$ cat src/design/isa_pkg.sv
`default_nettype none
// ----------------------------------------------------------------------------
// isa_pkg
// Shared types and constants for the insertable shift array.
// ----------------------------------------------------------------------------
package isa_pkg;

    localparam int DEF_CAPACITY = 64;
    localparam int POS_W        = 7;
    localparam int DATA_W       = 32;

    // Command codes
    typedef enum logic [1:0] {
        CMD_APPEND = 2'd0,
        CMD_INSERT = 2'd1,
        CMD_DELETE = 2'd2,
        CMD_READ   = 2'd3
    } t_cmd;

    // Result status codes
    typedef enum logic [1:0] {
        ST_OK    = 2'd0,
        ST_BOUND = 2'd1,
        ST_FULL  = 2'd2
    } t_status;

    // Shift operation broadcast to every cell
    typedef struct packed {
        logic ins;  // open a slot at the position and load the new value
        logic del;  // close the slot at the position
    } t_cell_op;

endpackage
`default_nettype wire

$ cat src/design/isa_cell.sv
`default_nettype none
// ----------------------------------------------------------------------------
// isa_cell
// One storage slot of the array. On insert, slots above the position take
// their lower neighbor and the slot at the position loads the new value; on
// delete, slots at and above the position take their upper neighbor.
// ----------------------------------------------------------------------------
module isa_cell #(
    parameter int CAPACITY = isa_pkg::DEF_CAPACITY,
    parameter int INDEX    = 0
) (
    input  wire                                              i_clk,
    input  isa_pkg::t_cell_op                                i_op,
    input  wire [isa_pkg::POS_W+$clog2(CAPACITY+1)-1:0]      i_pos,
    input  wire [isa_pkg::DATA_W-1:0]                        i_value,
    input  wire [isa_pkg::DATA_W-1:0]                        i_left,
    input  wire [isa_pkg::DATA_W-1:0]                        i_right,
    output logic [isa_pkg::DATA_W-1:0]                       o_data
);
    import isa_pkg::*;

    localparam int EW = POS_W + $clog2(CAPACITY + 1);
    localparam logic [EW-1:0] MY_IDX = EW'(INDEX);

    logic [DATA_W-1:0] r_data;
    logic [DATA_W-1:0] n_data;

    // Next slot content
    always_comb begin
        n_data = r_data;
        if (i_op.ins) begin
            if (MY_IDX > i_pos) begin
                n_data = i_left;
            end else if (MY_IDX == i_pos) begin
                n_data = i_value;
            end
        end else if (i_op.del) begin
            if (MY_IDX >= i_pos) begin
                n_data = i_right;
            end
        end
    end

    always_ff @(posedge i_clk) begin
        r_data <= n_data;
    end

    assign o_data = r_data;

endmodule
`default_nettype wire

$ cat config.mk
export PLATFORM = sky130hd
export DESIGN_NAME = isa_cell
export DESIGN_NICKNAME = d
export VERILOG_FILES = /design/src/design/isa_pkg.sv /design/src/design/isa_cell.sv
export SDC_FILE = /design/constraint.sdc
export NUM_CORES = 1
export LEC_CHECK = 0
export ABC_AREA = 1
export BUFFER_PORTS_ARGS = -buffer_cell sky130_fd_sc_hd__buf_2
export CORE_UTILIZATION = 23
export CTS_CLUSTER_DIAMETER = 150
export DETAILED_ROUTE_END_ITERATION = 8
export PLACE_DENSITY = 0.59
export SLEW_MARGIN = 15
export SYNTH_ARGS = -nofsm -noshare
export SYNTH_HDL_FRONTEND = slang
export SYNTH_SLANG_ARGS = --single-unit
$ cat constraint.sdc
create_clock -name i_clk -period 2.9 [get_ports i_clk]
set_clock_uncertainty 0.15 [all_clocks]
set_input_delay 0.145 -clock i_clk [delete_from_list [all_inputs] [get_ports i_clk]]
set_output_delay 0.145 -clock i_clk [all_outputs]
set_load 0.01 [all_outputs]
==> results of run 1 <==
through the flow:
| stage | worst slack (ns) | util, % | total power, µW |
|---|---|---|---|
| after floorplan | 0.502 | - | 605 |
| after CTS | 1.39 | 34.5 | 1070 |
| after global routing | 1.20 | 34.5 | 1100 |
| after global placement | 1.09 | 32.9 | 655 |
| after detailed placement | 1.09 | 32.9 | 656 |
| final | 1.42 | 34.5 | 1050 |
cell usage in the layout (no fill, tap or decap), drive strengths merged:
cell type  synthesis  final
bufinv             0      1
nor2               6      6
mux2              32     32
nand2              9      9
inv               14     14
clkinv             0      1
edfxtp            32     32
buf                4    113
clkbuf             0      6
cells by family after synthesis:
| group | Yosys count |
|---|---|
| multiplexers | 32 |
| AND/OR/NAND/NOR | 15 |
| buffers and inverters | 18 |
| flip-flops | 32 |
where the power goes:
group	internal [µW]	total [µW]	switching [µW]	leakage, µW
Clock	255	404	150	0.0000552
Combinational	91.8	133	40.7	0.000799
Sequential	512	512	0.00700	0.000287
Total	859	1050	190	0.00114
layout make-up:
cell class	instances	area share [%]
sequential	32	41.0
timing repair buffer	113	24.2
multi-input combinational	47	22.9
tap	96	5.12
clock buffer	6	3.09
inverter	14	2.24
clock inverter	2	1.49
final timing paths:
check | startpoint | to | depth (start not counted)
hold / removal | i_value[11] | o_data[11] | 2
setup / recovery | i_pos[8] | o_data[7] | 6
worst max-delay path: cells and delay by family:
| family | cells | cell delay (ns) |
|---|---|---|
| and+or+nand+nor | 4 | 0.92 |
| buffers and inverters | 2 | 0.13 |
per-layer routing:
layer / vias to the layer above / track usage (%)
li1: 568 / -
met1: 485 / 10.5
met2: 77 / 13.9
met3: 6 / 2.79
met4: 0 / 4.55
met5: - / 0
==> reports/summary.md, run 1 <==
After detailed placement, the design holds a cell count of 302. Once placement finished, the instance area stood at 2240 µm². The tools report the total DRC errors in the routed layout as 0. The master of the slowest instance on the critical path was nor2_4. At the worst endpoint, the required time is 2.65 ns. Antenna cell count: 0. By count the netlist is led by edfxtp_1 (32), mux2_4 (30), inv_1 (14).

The pre-antenna-repair detailed-routing pass consisted of 2 iterations. Largest family of logic cells by synthesized area: multiplexers. For the maximum operating frequency, the log shows 675 MHz. For this block, the routed nets add up to 3180 µm of wire. Entering global routing, the biggest net connects 33 pins. Post-route minimum period: 1.48 ns. The count of nets after finishing is 326. In this design, the stage delay of the slowest critical-path cell is 0.69 ns. The maximum clock path buffer count came out at 2. The initial antenna violation count is 0, and the total number of vias is 1136. The total overflow left after global routing is 0. The width of the die is 85.8 µm, and the area fraction in compound gates after synthesis is 0%. The actual transition at the worst max-transition pin works out to 0.878 ns. TritonCTS built the clock tree. Combined area of the multi-input logic cells: 537 µm². The type of the worst setup path is in2reg. In this run the cell area of the synthesized design comes to 1610 µm².

For the flip-flop and latch area, the log shows 961 µm². The number of flip-flops and latches in the synthesized netlist is 32. After routing the design area is 2350 µm². For the floorplan die area, the log shows 7360 µm².

The most repeated library cell on the critical path was nand2_1. The post-CTS clock slew at the launch and capture registers of the worst setup and hold paths was 0.06 ns. Of the total synthesized cell area, the portion taken by AND, OR, NAND and NOR gates is 3.49%.

The setup TNS was 0 ns. The cell count after synthesis came out at 97. Of the total synthesized cell area, the portion taken by full adders, half adders and majority gates is 0%. Detailed placement finished with a half-perimeter wire length of 2400 µm.

The share of flip-flops with an asynchronous set or reset was 0%. The signal arrival time at the worst endpoint is 1.23 ns, and the tightest hold margin is 0.0196 ns. In the synthesized netlist the dominant register cell turns out to be edfxtp_1. In the post-synthesis netlist, the cell with the most instances is edfxtp_1. The via density per instance works out to 3.66. Worst min-delay path category: in2reg. The worst pin sits at a relative slew slack of 41.3%. Measured along the y axis, the die boundary spans 85.8 µm. The share of synthesized area occupied by flip-flops and latches is 59.5%, and the wire length of the first global-routing pass is 4770 µm.

Walking the worst path, the cells encountered are buf_2 -> inv_1 -> nand2_1 -> nor2_1 -> nand2_1 -> nor2_4. By area the synthesized netlist is led by edfxtp_1 (60%), mux2_4 (28%), buf_12 (3.7%), inv_1 (3.3%), nand2_1 (2.1%). Across the run, the number of max-cap violations was 0.

The all-layer global routing usage is 8.69%, and the number of global-route vias before repair is 1031. The count of placed standard cells in the final layout, fillers left out was 310. For this block, the initial DRC count from the detailed router was 14. STA classifies the critical path startpoint as a primary input. The register with the most flip-flops in the layout has 32 of them.

The tools report the hold violation count in the final report as 0. Antenna violation net count after detailed routing: 0. Each instance of the synthesized netlist takes up on average 16.6 µm². The final worst-path cycle share is 51.1%. The number of flops mapped to enable cells by yosys came out at 32. Yosys printed 0 warnings. The count of input and output buffers is 112. The share of final-layout standard cells stronger than drive strength 1 is 71.5%. Power spread over the standard cell area amounts to 447 nW/µm². The logs give 2 for the number of H-tree branching levels and 0 for the number of endpoints failing setup at the final stage. The top cell type by area accounts for 59.5% of the synthesized area.

The biggest fanout along the worst timing path was 32. In this run the top signal layer used is met4. In the final routing, the length of wire on met1 measures 1450 µm. After detailed routing, the met3 layer carries 301 µm of wire. Across the VDD grid, the largest voltage drop is 0.169 mV.

The final count of pins violating max slew was 0; the number of gates resized after cts was 0. Counting the buffers created by CTS gives 5. Number of sinks handled by clock tree synthesis: 32. The region available for standard cell placement spans 6790 µm².

Hold repair after CTS inserted 0 buffers. The length of routed met2 wiring is 1360 µm. In this run the count of I/O pins placed on the die edge is 145.

The largest total area in the synthesized netlist belongs to edfxtp_1. Dividing the detail-routed wire length by the instance count gives 10.3 µm. Setup repair after global routing left no endpoint under its margin. For this configuration, the core starts out at a cell density of 23.8%.

In the synthesized netlist, mux cells make up 29.3% of the area. The share of the synthesized netlist area taken by xor and xnor gates came out at 0%. In this run the core area contains 30 standard-cell rows.

The count of different cell masters after synthesis was 8; the post-CTS repair timing setup buffer count was 0. The logs give 0.00114 µW for the standby leakage power and 0.646 for the global placer's final weighted congestion. STA classifies the critical path endpoint as a register. The root buffer cell chosen for the clock tree is clkbuf_8. The flow ran to the end, and the final reports show no timing, DRC or antenna violations. After filler insertion, the fill cell instance count of the layout stands at 668. The synthesized net count was 210; the area added between synthesis and finish was 45.3%.
No activity file was read; power rests on OpenSTA's default activity.
==> inputs of run 2 (changes only) <==
--- a/config.mk
+++ b/config.mk
@@ -5,12 +5,12 @@
 export SDC_FILE = /design/constraint.sdc
 export NUM_CORES = 1
 export LEC_CHECK = 0
-export ABC_AREA = 1
+export ABC_AREA = 0
 export BUFFER_PORTS_ARGS = -buffer_cell sky130_fd_sc_hd__buf_2
 export CORE_UTILIZATION = 23
 export CTS_CLUSTER_DIAMETER = 150
 export DETAILED_ROUTE_END_ITERATION = 8
-export PLACE_DENSITY = 0.59
+export PLACE_DENSITY = 0.62
 export SLEW_MARGIN = 15
 export SYNTH_ARGS = -nofsm -noshare
 export SYNTH_HDL_FRONTEND = slang
==> constraint.sdc (replaced) <==
create_clock -name i_clk -period 1.2 [get_ports i_clk]
set_clock_uncertainty 0.15 [all_clocks]
set_input_delay 0.06 -clock i_clk [delete_from_list [all_inputs] [get_ports i_clk]]
set_output_delay 0.06 -clock i_clk [all_outputs]
set_load 0.01 [all_outputs]
==> reports/summary.md, run 2 <==
The number of I/O pins was 145 (unchanged). Commonest cells in the netlist: edfxtp_1 (32), mux2_4 (30), buf_12 (3), nor4_1 (3), mux2_2 (2) (was edfxtp_1 (32), mux2_4 (30), inv_1 (14)). The actual transition at the worst max-transition pin is 0.287 ns (was 0.878 ns). The run gives 5 (unchanged) as the number of buffers created by CTS. The run gives 13.7% (was 8.69%) as the all-layer global routing usage. The element type at the critical path end was a register (unchanged).

The tools report the number of gates resized after cts as 0 (unchanged). The number of sinks handled by clock tree synthesis is 32 (unchanged). The run gives 1.08 ns (was 2.65 ns) as the required arrival time at the worst endpoint. Signal arrival time at the worst endpoint: 1.00 ns (was 1.23 ns). The worst min-delay path category was in2reg (unchanged). The count of nets after finishing came out at 369 (was 326).

The standard-cell row count was 29 (was 30); the biggest fanout along the worst timing path was 1 (was 32). The worst path uses 93.5% of the clock period. The dominant register cell in the synthesized netlist is edfxtp_1 (unchanged). The average size of a mapped cell was 20.8 µm² (was 16.6 µm²). Cell type with the largest total area after synthesis: edfxtp_1 (unchanged). The root buffer selected by CTS is clkbuf_8 (unchanged).

For the maximum clock path buffer count, the log shows 2 (unchanged). The power density over cell area works out to 873 nW/µm² (was 447 nW/µm²). The largest vdd supply drop was 0.453 mV (was 0.169 mV).

The count of different cell masters after synthesis was 9 (was 8). Total DRC errors in the routed layout: 6 (was 0). Most common cell after layout, fill and taps aside: buf_2 (unchanged). The flow ran to the end, but the final reports show violations.

The number of flops mapped to enable cells by yosys was 32 (unchanged). The number of H-tree branching levels was 2 (unchanged); the effective utilization at floorplan was 24.0% (was 23.8%). Final wirelength: 4690 µm (was 3180 µm). The post-detailed-route wirelength per cell was 14.1 µm (was 10.3 µm); the standby leakage power was 0.00132 µW (was 0.00114 µW). The logs give 1540 µm² (was 1610 µm²) for the post-synthesis cell area and 0 (unchanged) for the final count of pins violating max slew.

Overall overflow remaining after global route: 0 (unchanged). Type of the worst setup path: in2reg (unchanged). The number of max-cap violations was 0 (unchanged).

The global placer's final weighted congestion is 0.751 (was 0.646), and the antenna cell count is 0 (unchanged). Setup repair after global routing left no endpoint under its margin. The initial antenna violation count is 0 (unchanged), and the relative slew slack is 80.7% (was 41.3%). Vertical extent of the die: 83.9 µm (was 85.8 µm). The first-pass iteration count of the detailed router came out at 6 (was 2). The proportion of netlist area held by the largest area contributor was 62.3% (was 59.5%); the total number of yosys warnings was 0 (unchanged). The wire length of the first global-routing pass was 7270 µm (was 4770 µm).

The count of mapped cells out of synthesis is 74 (was 97). Width of the die: 83.9 µm (was 85.8 µm). The floorplan die area was 7030 µm² (was 7360 µm²). The placeable core area is 6420 µm² (was 6790 µm²), and the count of input and output buffers is 112 (unchanged).

The number of placed instances with taps included came out at 262 (was 302). The combined area of the multi-input logic cells is 518 µm² (was 537 µm²). Commonest cells after routing, fill and taps aside: buf_2 (112), dlygate4sd3_1 (64), edfxtp_1 (32) (was buf_2 (112), edfxtp_1 (32), mux2_4 (30)).

The tools report the kind of launch point of the worst setup path as a primary input (unchanged). Cell types with the largest area share after synthesis: edfxtp_1 (62%), mux2_4 (29%), buf_12 (3.9%), mux2_2 (1.5%), nor4_1 (1.2%) (was edfxtp_1 (60%), mux2_4 (28%), buf_12 (3.7%), inv_1 (3.3%), nand2_1 (2.1%)). Most repeated cell in the gate-level netlist after synthesis: edfxtp_1 (unchanged). Number of flip-flops and latches in the synthesized netlist: 32 (unchanged). The count of placed standard cells in the final layout, fillers left out came out at 334 (was 310). The maximum operating frequency is 891 MHz, and the number of design-rule violations left by the first detailed-router iteration is 65 (was 14). The flip-flop and latch area is 961 µm² (unchanged). Post-CTS clock slew at the launch and capture registers of the worst setup and hold paths: 0.07 ns (was 0.06 ns). The number of global-route vias before repair came out at 1521 (was 1031). The share of flip-flops with an asynchronous set or reset came out at 0% (unchanged). The run gives 0 (unchanged) as the hold violation count in the final report.

The final reports fail on DRC. The total number of vias was 1359 (was 1136). The flip-flop count of the largest register, all copies and words added was 32 (unchanged); the via density per instance was 4.07 (was 3.66). The synthesized net count was 187 (was 210). For the number of endpoints failing setup at the final stage, the log shows 0 (unchanged). The antenna violation net count after detailed routing is 0 (unchanged). TritonCTS built the clock tree. The run gives 62.3% (was 59.5%) as the share of synthesized area occupied by flip-flops and latches.

The setup TNS was 0 ns (unchanged); the share of final-layout standard cells stronger than drive strength 1 was 61.1% (was 71.5%). The worst path in the final design needs a cycle of 1.12 ns, including I/O delays and setup. The largest net degree at the start of global routing came out at 33 (unchanged). The area added between synthesis and finish was 89.2% (was 45.3%); the number of inserted filler cells in the final layout was 534 (was 668).
run 2: what timing repair did:
| action | in CTS | in global routing |
|---|---|---|
| setup buffers | 0 | 0 |
| hold buffers | 64 | 0 |
| hold endpoints to repair | 32 | 0 |
run 2: cells by family after synthesis:
| kind of cell | Yosys count | share of synthesized area (%) |
|---|---|---|
| buffers and inverters | 4 | 4.63 |
| flip-flops | 32 | 62.3 |
| multiplexers | 32 | 30.7 |
| AND/OR/NAND/NOR | 6 | 2.35 |
run 2: worst paths after layout:
path / startpoint / to / slack, ns / cells after the start
worst max-delay path: i_right[10] / o_data[10] / 0.08 / 3
worst min-delay path: i_pos[5] / o_data[27] / 0.22 / 4
run 2: critical path, cell delays in order:
cell,delay [ns]
dlygate4sd3_1,0.55
buf_2,0.13
mux2_4,0.26
run 2: final cells by class:
cell class,instances,share of cell area (%)
clock buffer,5,2.36
clock inverter,3,0.815
multi-input combinational,38,17.8
sequential,32,32.9
tap,77,3.30
timing repair buffer,179,42.8
run 2: routing by layer:
layer | up-vias | GRT usage (%) | share of wire, %
met3 | 10 | 5.24 | 9.6
met4 | 0 | 5.02 | 2.0
met2 | 90 | 24.0 | 48
met5 | - | 0 | 0
li1 | 654 | - | -
met1 | 605 | 15.1 | 40
run 2: power breakdown:
| part | switching (µW) | leakage (µW) | internal (µW) | total [µW] |
|---|---|---|---|---|
| sequential | 0.0219 | 0.000287 | 1240 | 1240 |
| clock | 409 | 0.0000404 | 410 | 818 |
| combinational | 131 | 0.000994 | 358 | 489 |
| total | 540 | 0.00132 | 2000 | 2550 |
run 2: stage by stage:
stage	setup slack [ns]	power (µW)	utilization [%]	area (µm²)	hold WS, ns
floorplan	-0.0711	1450	-	1560	0.127
global placement	-0.150	1570	34.0	2180	0.211
detailed placement	-0.217	1580	34.0	2180	0.213
CTS	0.0879	2560	45.4	2920	0.206
global route	0.0299	2650	45.4	2920	0.213
finish	0.0779	2550	45.4	2920	0.215
==> inputs of run 3 (changes only) <==
--- a/config.mk
+++ b/config.mk
@@ -7,10 +7,10 @@
 export LEC_CHECK = 0
 export ABC_AREA = 0
 export BUFFER_PORTS_ARGS = -buffer_cell sky130_fd_sc_hd__buf_2
-export CORE_UTILIZATION = 23
+export CORE_UTILIZATION = 33
 export CTS_CLUSTER_DIAMETER = 150
 export DETAILED_ROUTE_END_ITERATION = 8
-export PLACE_DENSITY = 0.62
+export PLACE_DENSITY = 0.81
 export SLEW_MARGIN = 15
 export SYNTH_ARGS = -nofsm -noshare
 export SYNTH_HDL_FRONTEND = slang
==> reports/summary.md, run 3 (synthesized netlist as in run 2, its figures left out) <==
The flip-flop and latch area was 961 µm² (unchanged); the post-route minimum period was 1.13 ns (was 1.12 ns). Commonest cells after routing, fill and taps aside: buf_2 (112), dlygate4sd3_1 (64), edfxtp_1 (32) (unchanged). The tools report the maximum clock path buffer count as 2 (unchanged). The run gives 1.01 ns (was 1.00 ns) as the signal arrival time at the worst endpoint.

The most common cell after layout, fill and taps aside is buf_2 (unchanged). The power density over cell area was 933 nW/µm² (was 873 nW/µm²); the number of I/O pins was 145 (unchanged). The worst min-delay path category was in2reg (unchanged). The root buffer selected by CTS is clkbuf_8 (unchanged).

The run gives 20.2% (was 13.7%) as the all-layer global routing usage. The run gives 0 (unchanged) as the initial antenna violation count. The tools report the first-pass iteration count of the detailed router as 4 (was 6). The final worst-path cycle share is 94.2% (was 93.5%). For the number of gates resized after cts, the log shows 0 (unchanged). Post-layout worst setup margin: 0.0695 ns (was 0.0779 ns). The biggest fanout along the worst timing path is 1 (unchanged). After legalization and detailed placement, the total HPWL measured 2460 µm.

Kind of launch point of the worst setup path: a primary input (unchanged). The tools report the antenna cell count as 0 (unchanged). Type of the worst setup path: in2reg (unchanged). The tools report the placeable core area as 4410 µm² (was 6420 µm²). The area added between synthesis and finish works out to 89.0% (was 89.2%). The logs give 83.7% (was 80.7%) for the relative slew slack and 32 (unchanged) for the number of sinks handled by clock tree synthesis.

The share of final-layout standard cells stronger than drive strength 1 is 60.7% (was 61.1%). The final count of pins violating max slew is 0 (unchanged), and the via density per instance is 4.48 (was 4.07). Setup repair after global routing left no endpoint under its margin. For the count of nets after finishing, the log shows 369 (unchanged). The number of H-tree branching levels came out at 2 (unchanged). Required arrival time at the worst endpoint: 1.08 ns (about the same). The width of the die works out to 70.3 µm (was 83.9 µm). The floorplan die area came out at 4950 µm² (was 7030 µm²).

The count of input and output buffers is 112 (unchanged), and the post-CTS clock slew at the launch and capture registers of the worst setup and hold paths is 0.07 ns (about the same). The number of buffers created by CTS was 5 (unchanged); the maximum operating frequency was 885 MHz (was 891 MHz). The total power of the final layout came out at 2720 µW (was 2550 µW).

The flow ran to the end, and the final reports show no timing, DRC or antenna violations. Final wirelength: 4640 µm (was 4690 µm). Total number of vias: 1384 (was 1359). The wire length of the first global-routing pass is 7470 µm (was 7270 µm), and the largest net degree at the start of global routing is 33 (unchanged). The placement-stage worst setup slack was -0.141 ns (was -0.217 ns). The tools report the element type at the critical path end as a register (unchanged). For the overall overflow remaining after global route, the log shows 0 (unchanged). The largest vdd supply drop was 0.621 mV (was 0.453 mV).

The tools report the number of endpoints failing setup at the final stage as 0 (unchanged). The run gives 313 (was 534) as the number of inserted filler cells in the final layout. The standby leakage power was 0.00134 µW (was 0.00132 µW).

The total of hold buffers inserted after clock tree synthesis is 64 (unchanged), and the post-detailed-route wirelength per cell is 15.0 µm (was 14.1 µm). The vertical extent of the die works out to 70.3 µm (was 83.9 µm). The final cell area excluding filler cells was 2910 µm² (was 2920 µm²). The global placer's final weighted congestion is 0.631 (was 0.751), and the combined area of the multi-input logic cells is 518 µm² (unchanged). The hold violation count in the final report was 0 (unchanged). The effective utilization at floorplan is 34.9% (was 24.0%), and the flip-flop count of the largest register, all copies and words added is 32 (unchanged).

The run gives 0 (unchanged) as the number of max-cap violations. The run gives 1559 (was 1521) as the number of global-route vias before repair. The logs give 66.0% (was 45.4%) for the end-of-flow core utilization and 0 (was 6) for the total DRC errors in the routed layout.

The run gives 2160 µm² (was 2180 µm²) as the post-placement cell area. The actual transition at the worst max-transition pin is 0.244 ns (was 0.287 ns). TritonCTS built the clock tree.

The post-CTS repair timing setup buffer count came out at 0 (unchanged). The standard-cell row count came out at 24 (was 29). The logs give 99 (was 65) for the number of design-rule violations left by the first detailed-router iteration and 0 (unchanged) for the antenna violation net count after detailed routing.
## run 3: cell type report
class	count	share of cell area (%)
clock buffer	6	2.49
clock inverter	2	1.20
multi-input combinational	38	17.8
sequential	32	33.0
tap	52	2.23
timing repair buffer	179	43.3
## run 3: per-layer routing
metal  part of all wire [%]  routed length, µm  vias to the layer above  global-route usage, %
li1                       -                  -                      655                      -
met1                     35               1640                      627                   20.2
met2                     53               2460                       90                   36.7
met3                    8.7                404                       12                   7.36
met4                    3.0                141                        0                   9.11
met5                      0                  0                        -                      0
## run 3: through the flow
step	std cells	setup TNS, ns	hold WS [ns]
after global placement	237	-4.06	0.213
after global routing	309	0	0.209
after detailed placement	237	-4.44	0.215
final	309	0	0.217
after floorplan	74	-2.27	0.127
after CTS	309	0	0.214
## run 3: power breakdown
group | switching, µW | internal (µW)
Sequential | 0.0221 | 1240
Combinational | 132 | 358
Clock | 375 | 615
## run 3: worst paths after layout
| kind | from | end | cells after the start |
|---|---|---|---|
| worst min-delay path | i_pos[2] | o_data[13] | 4 |
| worst max-delay path | i_right[6] | o_data[6] | 3 |
## run 3: critical path, cell delays in order
cell	delay [ns]
dlygate4sd3_1	0.55
buf_2	0.13
mux2_4	0.26
